[src/design/mzc_pkg.sv]
`timescale 1ns / 1ps
`default_nettype none

package mzc_pkg;

  localparam int unsigned DEF_MAX_WIDTH  = 32;
  localparam int unsigned DEF_MAX_HEIGHT = 32;

  localparam int unsigned DIM_W   = 6;
  localparam int unsigned COORD_W = 5;
  localparam int unsigned SETS_W  = 11;
  localparam int unsigned CFG_IDX_W = 1;

  localparam logic [DIM_W-1:0] DIM_RESET = 6'd32;

  localparam logic [CFG_IDX_W-1:0] REG_GRID_WIDTH  = 1'b0;
  localparam logic [CFG_IDX_W-1:0] REG_GRID_HEIGHT = 1'b1;

  localparam logic OP_START = 1'b0;
  localparam logic OP_EDGE  = 1'b1;

  localparam logic DIR_WEST  = 1'b0;
  localparam logic DIR_NORTH = 1'b1;

  // 0 acts as 1, anything above the limit acts as the limit
  function automatic logic [DIM_W-1:0] clamp_dim(input logic [DIM_W-1:0] v,
                                                 input int unsigned maxv);
    logic [DIM_W-1:0] res;
    res = v;
    if (v == '0) begin
      res = DIM_W'(1);
    end else if (32'(v) > maxv) begin
      res = DIM_W'(maxv);
    end
    return res;
  endfunction

endpackage

`default_nettype wire

[src/design/mzc_edge_dec.sv]
`timescale 1ns / 1ps
`default_nettype none

module mzc_edge_dec #(
  parameter int unsigned MAX_WIDTH = mzc_pkg::DEF_MAX_WIDTH,
  parameter int unsigned AW        = 10
) (
  input  wire logic [mzc_pkg::COORD_W-1:0] cell_x,
  input  wire logic [mzc_pkg::COORD_W-1:0] cell_y,
  input  wire logic                        wall_dir,
  input  wire logic [mzc_pkg::DIM_W-1:0]   width,
  input  wire logic [mzc_pkg::DIM_W-1:0]   height,
  output logic                             bad,
  output logic      [AW-1:0]               addr_a,
  output logic      [AW-1:0]               addr_b
);

  logic [mzc_pkg::COORD_W-1:0] nx;
  logic [mzc_pkg::COORD_W-1:0] ny;

  always_comb begin
    bad = (mzc_pkg::DIM_W'(cell_x) >= width) || (mzc_pkg::DIM_W'(cell_y) >= height) ||
          (wall_dir == mzc_pkg::DIR_WEST && cell_x == '0) ||
          (wall_dir == mzc_pkg::DIR_NORTH && cell_y == '0);
    nx = (wall_dir == mzc_pkg::DIR_WEST) ? cell_x - 1'b1 : cell_x;
    ny = (wall_dir == mzc_pkg::DIR_NORTH) ? cell_y - 1'b1 : cell_y;
    // only used when in range, so the address stays below the store depth
    addr_a = AW'(32'(cell_y) * MAX_WIDTH + 32'(cell_x));
    addr_b = AW'(32'(ny) * MAX_WIDTH + 32'(nx));
  end

endmodule

`default_nettype wire

[config.mk]
export PLATFORM = sky130hd
export DESIGN_NAME = mzc_edge_dec
export DESIGN_NICKNAME = d
export VERILOG_FILES = /design/src/design/mzc_pkg.sv /design/src/design/mzc_edge_dec.sv
export SDC_FILE = /design/constraint.sdc
export NUM_CORES = 1
export LEC_CHECK = 0
export BUFFER_PORTS_ARGS = -buffer_cell sky130_fd_sc_hd__buf_2
export CAP_MARGIN = 0
export CORE_MARGIN = 2
export CORE_UTILIZATION = 42
export DETAILED_ROUTE_END_ITERATION = 8
export GPL_TIMING_DRIVEN = 0
export PLACE_DENSITY = 0.85
export SYNTH_ARGS = -nofsm -noshare
export SYNTH_HDL_FRONTEND = slang
export SYNTH_SLANG_ARGS = --single-unit
[constraint.sdc]
create_clock -name vclk -period 1.1
set_input_delay 0.055 -clock vclk [all_inputs]
set_output_delay 0.055 -clock vclk [all_outputs]
set_load 0.02 [all_outputs]
==> results of run 1 <==
==> report_power, final <==
group	switching [W]	internal [W]	leakage, nW	total, W
Clock	0	0	0	0
Sequential	0	0	0	0
Combinational	0.000236	0.000215	0.519	0.000451
Total	0.000236	0.000215	0.519	0.000451
==> cells by family (layout without fill, tap and decap cells) <==
| family | after synthesis | count (layout) |
|---|---|---|
| simple gates | 17 | 17 |
| buf+inv | 24 | 70 |
| xor+xnor | 8 | 8 |
| compound gates | 11 | 11 |
| fa+ha+maj | 14 | 14 |
==> synthesized netlist by cell type, types with 2 or more instances <==
library cell  count  area [um^2]
a21oi_1           3         15.0
buf_4            10         75.1
ha_1             14          175
inv_1            12         45.0
nand2_1           5         18.8
nand2b_1          2         12.5
nor2_1            3         11.3
nor2b_1           2         12.5
nor3_1            2         10.0
o21ai_1           2         10.0
xnor2_1           5         43.8
xor2_1            3         26.3
==> routing by layer <==
| metal | part of all wire [%] | vias up | routed length (um) | GRT usage, % |
|---|---|---|---|---|
| li1 | - | 331 | - | - |
| met1 | 35 | 282 | 663 | 24.4 |
| met2 | 56 | 28 | 1050 | 44.8 |
| met3 | 5.1 | 6 | 96 | 1.67 |
| met4 | 3.4 | 0 | 63 | 7.50 |
| met5 | 0 | - | 0 | 0 |
==> path summary, 6_finish.rpt <==
check | startpoint | endpoint | slack, ns | cells past startpoint
min | cell_x[0] | addr_b[0] | 0.42 | 3
max | cell_x[1] | bad | -0.08 | 7
==> tightest hold or removal path, delay by kind of cell <==
family                 cells  cell delay, ns
buffers and inverters      2            0.25
XOR/XNOR                   1            0.06
==> metrics by stage <==
stage | setup WS [ns] | total power (W) | utilization (%) | instances
5_1_grt | -0.117 | 0.000490 | 78.5 | 135
4_1_cts | -0.0244 | 0.000429 | 76.4 | 135
2_1_floorplan | 0.119 | 0.000224 | - | 74
3_3_place_gp | -0.203 | 0.000346 | 62.9 | 133
6_report | -0.0771 | 0.000451 | 78.5 | 135
3_5_place_dp | -0.221 | 0.000359 | 62.9 | 133
==> area by class of cell <==
class | instances | area share (%)
Inverter | 13 | 6.28
Buffer | 11 | 8.67
Tap cell | 15 | 1.88
Multi-Input combinational cell | 50 | 53.1
Timing Repair Buffer | 46 | 30.0
==> cell usage in the layout, fill, tap and decap left out, drive strengths merged, types with 2 or more instances in the layout <==
cell and count:
o21ai 3, xor2 3, nor2 3, nor3 3
nand2 5, xnor2 5, nand2b 2, buf 57
inv 12, nor2b 2, ha 14, a21oi 3
==> repair_timing <==
| item | CTS | global route |
|---|---|---|
| setup buffers | 2 | 0 |
| gates resized for setup | 33 | 7 |
| endpoints found under the setup margin | 1 | 2 |
| cloned | 0 | 0 |
| pin swaps | 10 | 1 |
==> metrics.yaml, run 1 <==
outcome: "complete, but fails checks"
violations: "negative setup slack"
p_leak_nw: 0.519
cp_max_fo: 5
die_w_um: 40.5
wl_per_cell_um: 13.9
antenna_found_initial: 0
rows: 13
ios: 44
wl_um: 1870
antenna_left: 0
gp_congestion: 0.733
drive_above_1_share_pct: 65.8
max_freq_ghz: 0.850
fillerInstances: 94
post-route-period-util_pct: 107
crit_path_end_kind: "output port"
yosys.area_share.simple_pct: 17.2
max-cap-violations: 0
seq_area_um2: 0
die-area_mm2: 0.00164
synth_cell_type_count: 23
yosysSeqAreaShare_pct: 0
finalSetupViolCount: 1
drt_iter0_markers: 2
synth_compound_area_share_pct: 14.5
yosysWarnings: 0
vias_per_cell: 4.79
critPathLaunchType: "primary input"
initial_core_util_pct: 44.1
vias: 647
vdd_drop_max_v: 0.000243
timing.hold.ws_ns: 0.416
drc: 0
hold_path.class: "primary input to output port"
min_period_ns: 1.18
coreArea_mm2: 0.00127
report.final.hold_viol_count: 0
grt_pass1_vias: 602
tightest_slew_ns: 0.247
dpl_cell_area_um2: 798
grt_overflow: 0
seq_cells: 0
synth_top_family_by_area: "adder cells"
cts_hold_buf: 0
final_cell_area_um2: 996
cp_top_family: "buffers and inverters"
slew_violations: 0
dieHeight_um: 40.5
grt_max_degree: 11
crit_buf_inv: 3
muxShareOfSynthArea_pct: 0
diodes: 0
multiInputGateArea_um2: 529
crit_slowest_cell: "and3b_1"
setup_ws_ns: -0.0771
dp_hpwl_um: 1240
avgSynthCellArea_um2: 7.56
maxSlewHeadroom_pct: 83.4
path_cells: "buf_6 > inv_1 > ha_2 > and3b_1 > a221oi_2 > o221ai_2 > buf_4"
critPathKind: "primary input to output port"
clkbuf_count: 0
synth_area_um2: 559
required_ns: 1.04
power_density_mw_per_mm2: 453
finalSetupTns_ns: -0.0771
synth-xor-area-share_pct: 12.5
syn2layout_area_growth_pct: 78.1
syn_nets: 111
synthCells: 74
io_buffers: 44
final_net_count: 159
globalRouteTotalUtil_pct: 22.6
drt_first_pass_iters: 4
worst-endpoint-arrival_ns: 1.12
synth_adder_area_share_pct: 31.3
grt_pass1_wl_um: 2530
rsz0062_at_grt: "true"
cpPeakStageDelay_ns: 0.20
Note: power is estimated with default switching activity, not from simulation.
==> run 2, diff against run 1 <==
--- a/config.mk
+++ b/config.mk
@@ -11,7 +11,8 @@
 export CORE_UTILIZATION = 42
 export DETAILED_ROUTE_END_ITERATION = 8
 export GPL_TIMING_DRIVEN = 0
-export PLACE_DENSITY = 0.85
+export PLACE_DENSITY = 0.95
+export SLEW_MARGIN = 20
 export SYNTH_ARGS = -nofsm -noshare
 export SYNTH_HDL_FRONTEND = slang
 export SYNTH_SLANG_ARGS = --single-unit
==> run 2 against run 1 <==
Against the previous run: the run still ends with negative setup slack left; fmax rose by 3.1%; hold slack got worse by 0.0082 ns; die area unchanged; wire length up 3.1%; final cell count rose by 0.74%; sequential share of layout area unchanged; largest cell class unchanged; setup slack improved by 0.035 ns; final area grew 4.4%; critical path depth is the same.
==> metrics.yaml, run 2 (synthesis results as in run 1) <==
outcome: "complete, but fails checks"
violations: "negative setup slack"
tightest_slew_ns: 0.273
power.switching_w: 0.000254
seq_area_um2: 0
slew_violations: 0
pwr-share-clk_pct: 0
p_int_w: 0.000239
vias_per_cell: 4.84
vdd_drop_max_v: 0.000265
diodes: 0
final_cell_mix: "36 x buf_2, 14 x buf_4, 7 x inv_1, 7 x ha_1, 7 x ha_4"
coreArea_mm2: 0.00127
antenna_left: 0
critPathKind: "primary input to output port"
p_leak_nw: 0.527
clkbuf_count: 0
power_density_mw_per_mm2: 475
worst-endpoint-arrival_ns: 1.09
layout.cells.most_common: "buf_2"
drc: 0
die_w_um: 40.5
final_net_count: 160
antenna_found_initial: 0
grt_pass1_wl_um: 2700
report.final.hold_viol_count: 0
dp_hpwl_um: 1250
dp.cells: 133
seq_cells: 0
finalSetupViolCount: 1
max_freq_ghz: 0.876
vias: 658
setup_ws_ns: -0.0420
cp_max_fo: 5
drt_iter0_markers: 5
final_cells: 136
die-area_mm2: 0.00164
initial_core_util_pct: 44.1
final_cell_area_mm2: 0.00104
grt_overflow: 0
seqPwrFrac_pct: 0
dpl_cell_area_um2: 798
finalSetupTns_ns: -0.0420
max-cap-violations: 0
pwr-share-comb_pct: 100.0
switching_share_pct: 51.5
post-route-period-util_pct: 104
io_buffers: 44
rsz0062_at_grt: "true"
fillerInstances: 76
ios: 44
grt_max_degree: 11
crit_path_end_kind: "output port"
critPathLaunchType: "primary input"
min_period_ns: 1.14
drive_above_1_share_pct: 71.1
wl_per_cell_um: 14.2
globalRouteTotalUtil_pct: 24.4
drt_first_pass_iters: 4
grt_pass1_vias: 600
wl_um: 1930
maxSlewHeadroom_pct: 81.6
syn2layout_area_growth_pct: 85.9
dieHeight_um: 40.5
gp_congestion: 0.711
hold_path.class: "primary input to output port"
rows: 13
required_ns: 1.04
-- run 2: final timing paths --
path / startpoint / end / slack, ns / cells past startpoint
setup / recovery: cell_x[2] / bad / -0.04 / 7
hold / removal: cell_x[0] / addr_b[0] / 0.41 / 3
-- run 2: layout make-up --
cell class	count	area, um^2	share of cell area [%]
multi-input combinational	50	559	53.8
timing repair buffer	47	310	29.8
buffer	11	86.3	8.30
inverter	13	65.1	6.26
tap	15	18.8	1.81
-- run 2: critical path: stages --
cell	delay, ns
buf_12	0.11
ha_4	0.28
nand2_2	0.05
o21ai_2	0.13
a31oi_2	0.11
o221ai_2	0.18
buf_4	0.16
-- run 2: layer usage --
metal | GRT usage [%] | part of all wire, % | vias up
met3 | 1.11 | 4.7 | 6
met2 | 51.2 | 57 | 27
li1 | - | - | 330
met1 | 25.0 | 35 | 295
met4 | 6.67 | 2.3 | 0
met5 | 0 | 0 | -
-- run 2: timing repair --
| item | in CTS | in global routing |
|---|---|---|
| resized for setup | 38 | 11 |
| hold buffers | 0 | 0 |
| pin swaps | 11 | 5 |
| endpoints found under the setup margin | 1 | 3 |
| setup buffers | 0 | 3 |
-- run 2: power groups by stage --
| stage | clock, W | combinational (W) | sequential (W) |
|---|---|---|---|
| 2_1_floorplan | 0 | 0.000224 | 0 |
| 3_3_place_gp | 0 | 0.000346 | 0 |
| 3_5_place_dp | 0 | 0.000360 | 0 |
| 4_1_cts | 0 | 0.000446 | 0 |
| 5_1_grt | 0 | 0.000531 | 0 |
| 6_report | 0 | 0.000494 | 0 |
-- run 2: stage by stage --
step                      total power, W  util, %  hold WS (ns)  setup slack (ns)
after floorplan                 0.000224        -         0.223             0.119
after global placement          0.000346     62.9         0.441            -0.189
after detailed placement        0.000360     62.9         0.443            -0.213
after CTS                       0.000446     76.5         0.405           -0.0202
after global routing            0.000531     82.0         0.427           -0.0874
final                           0.000494     82.0         0.407           -0.0420
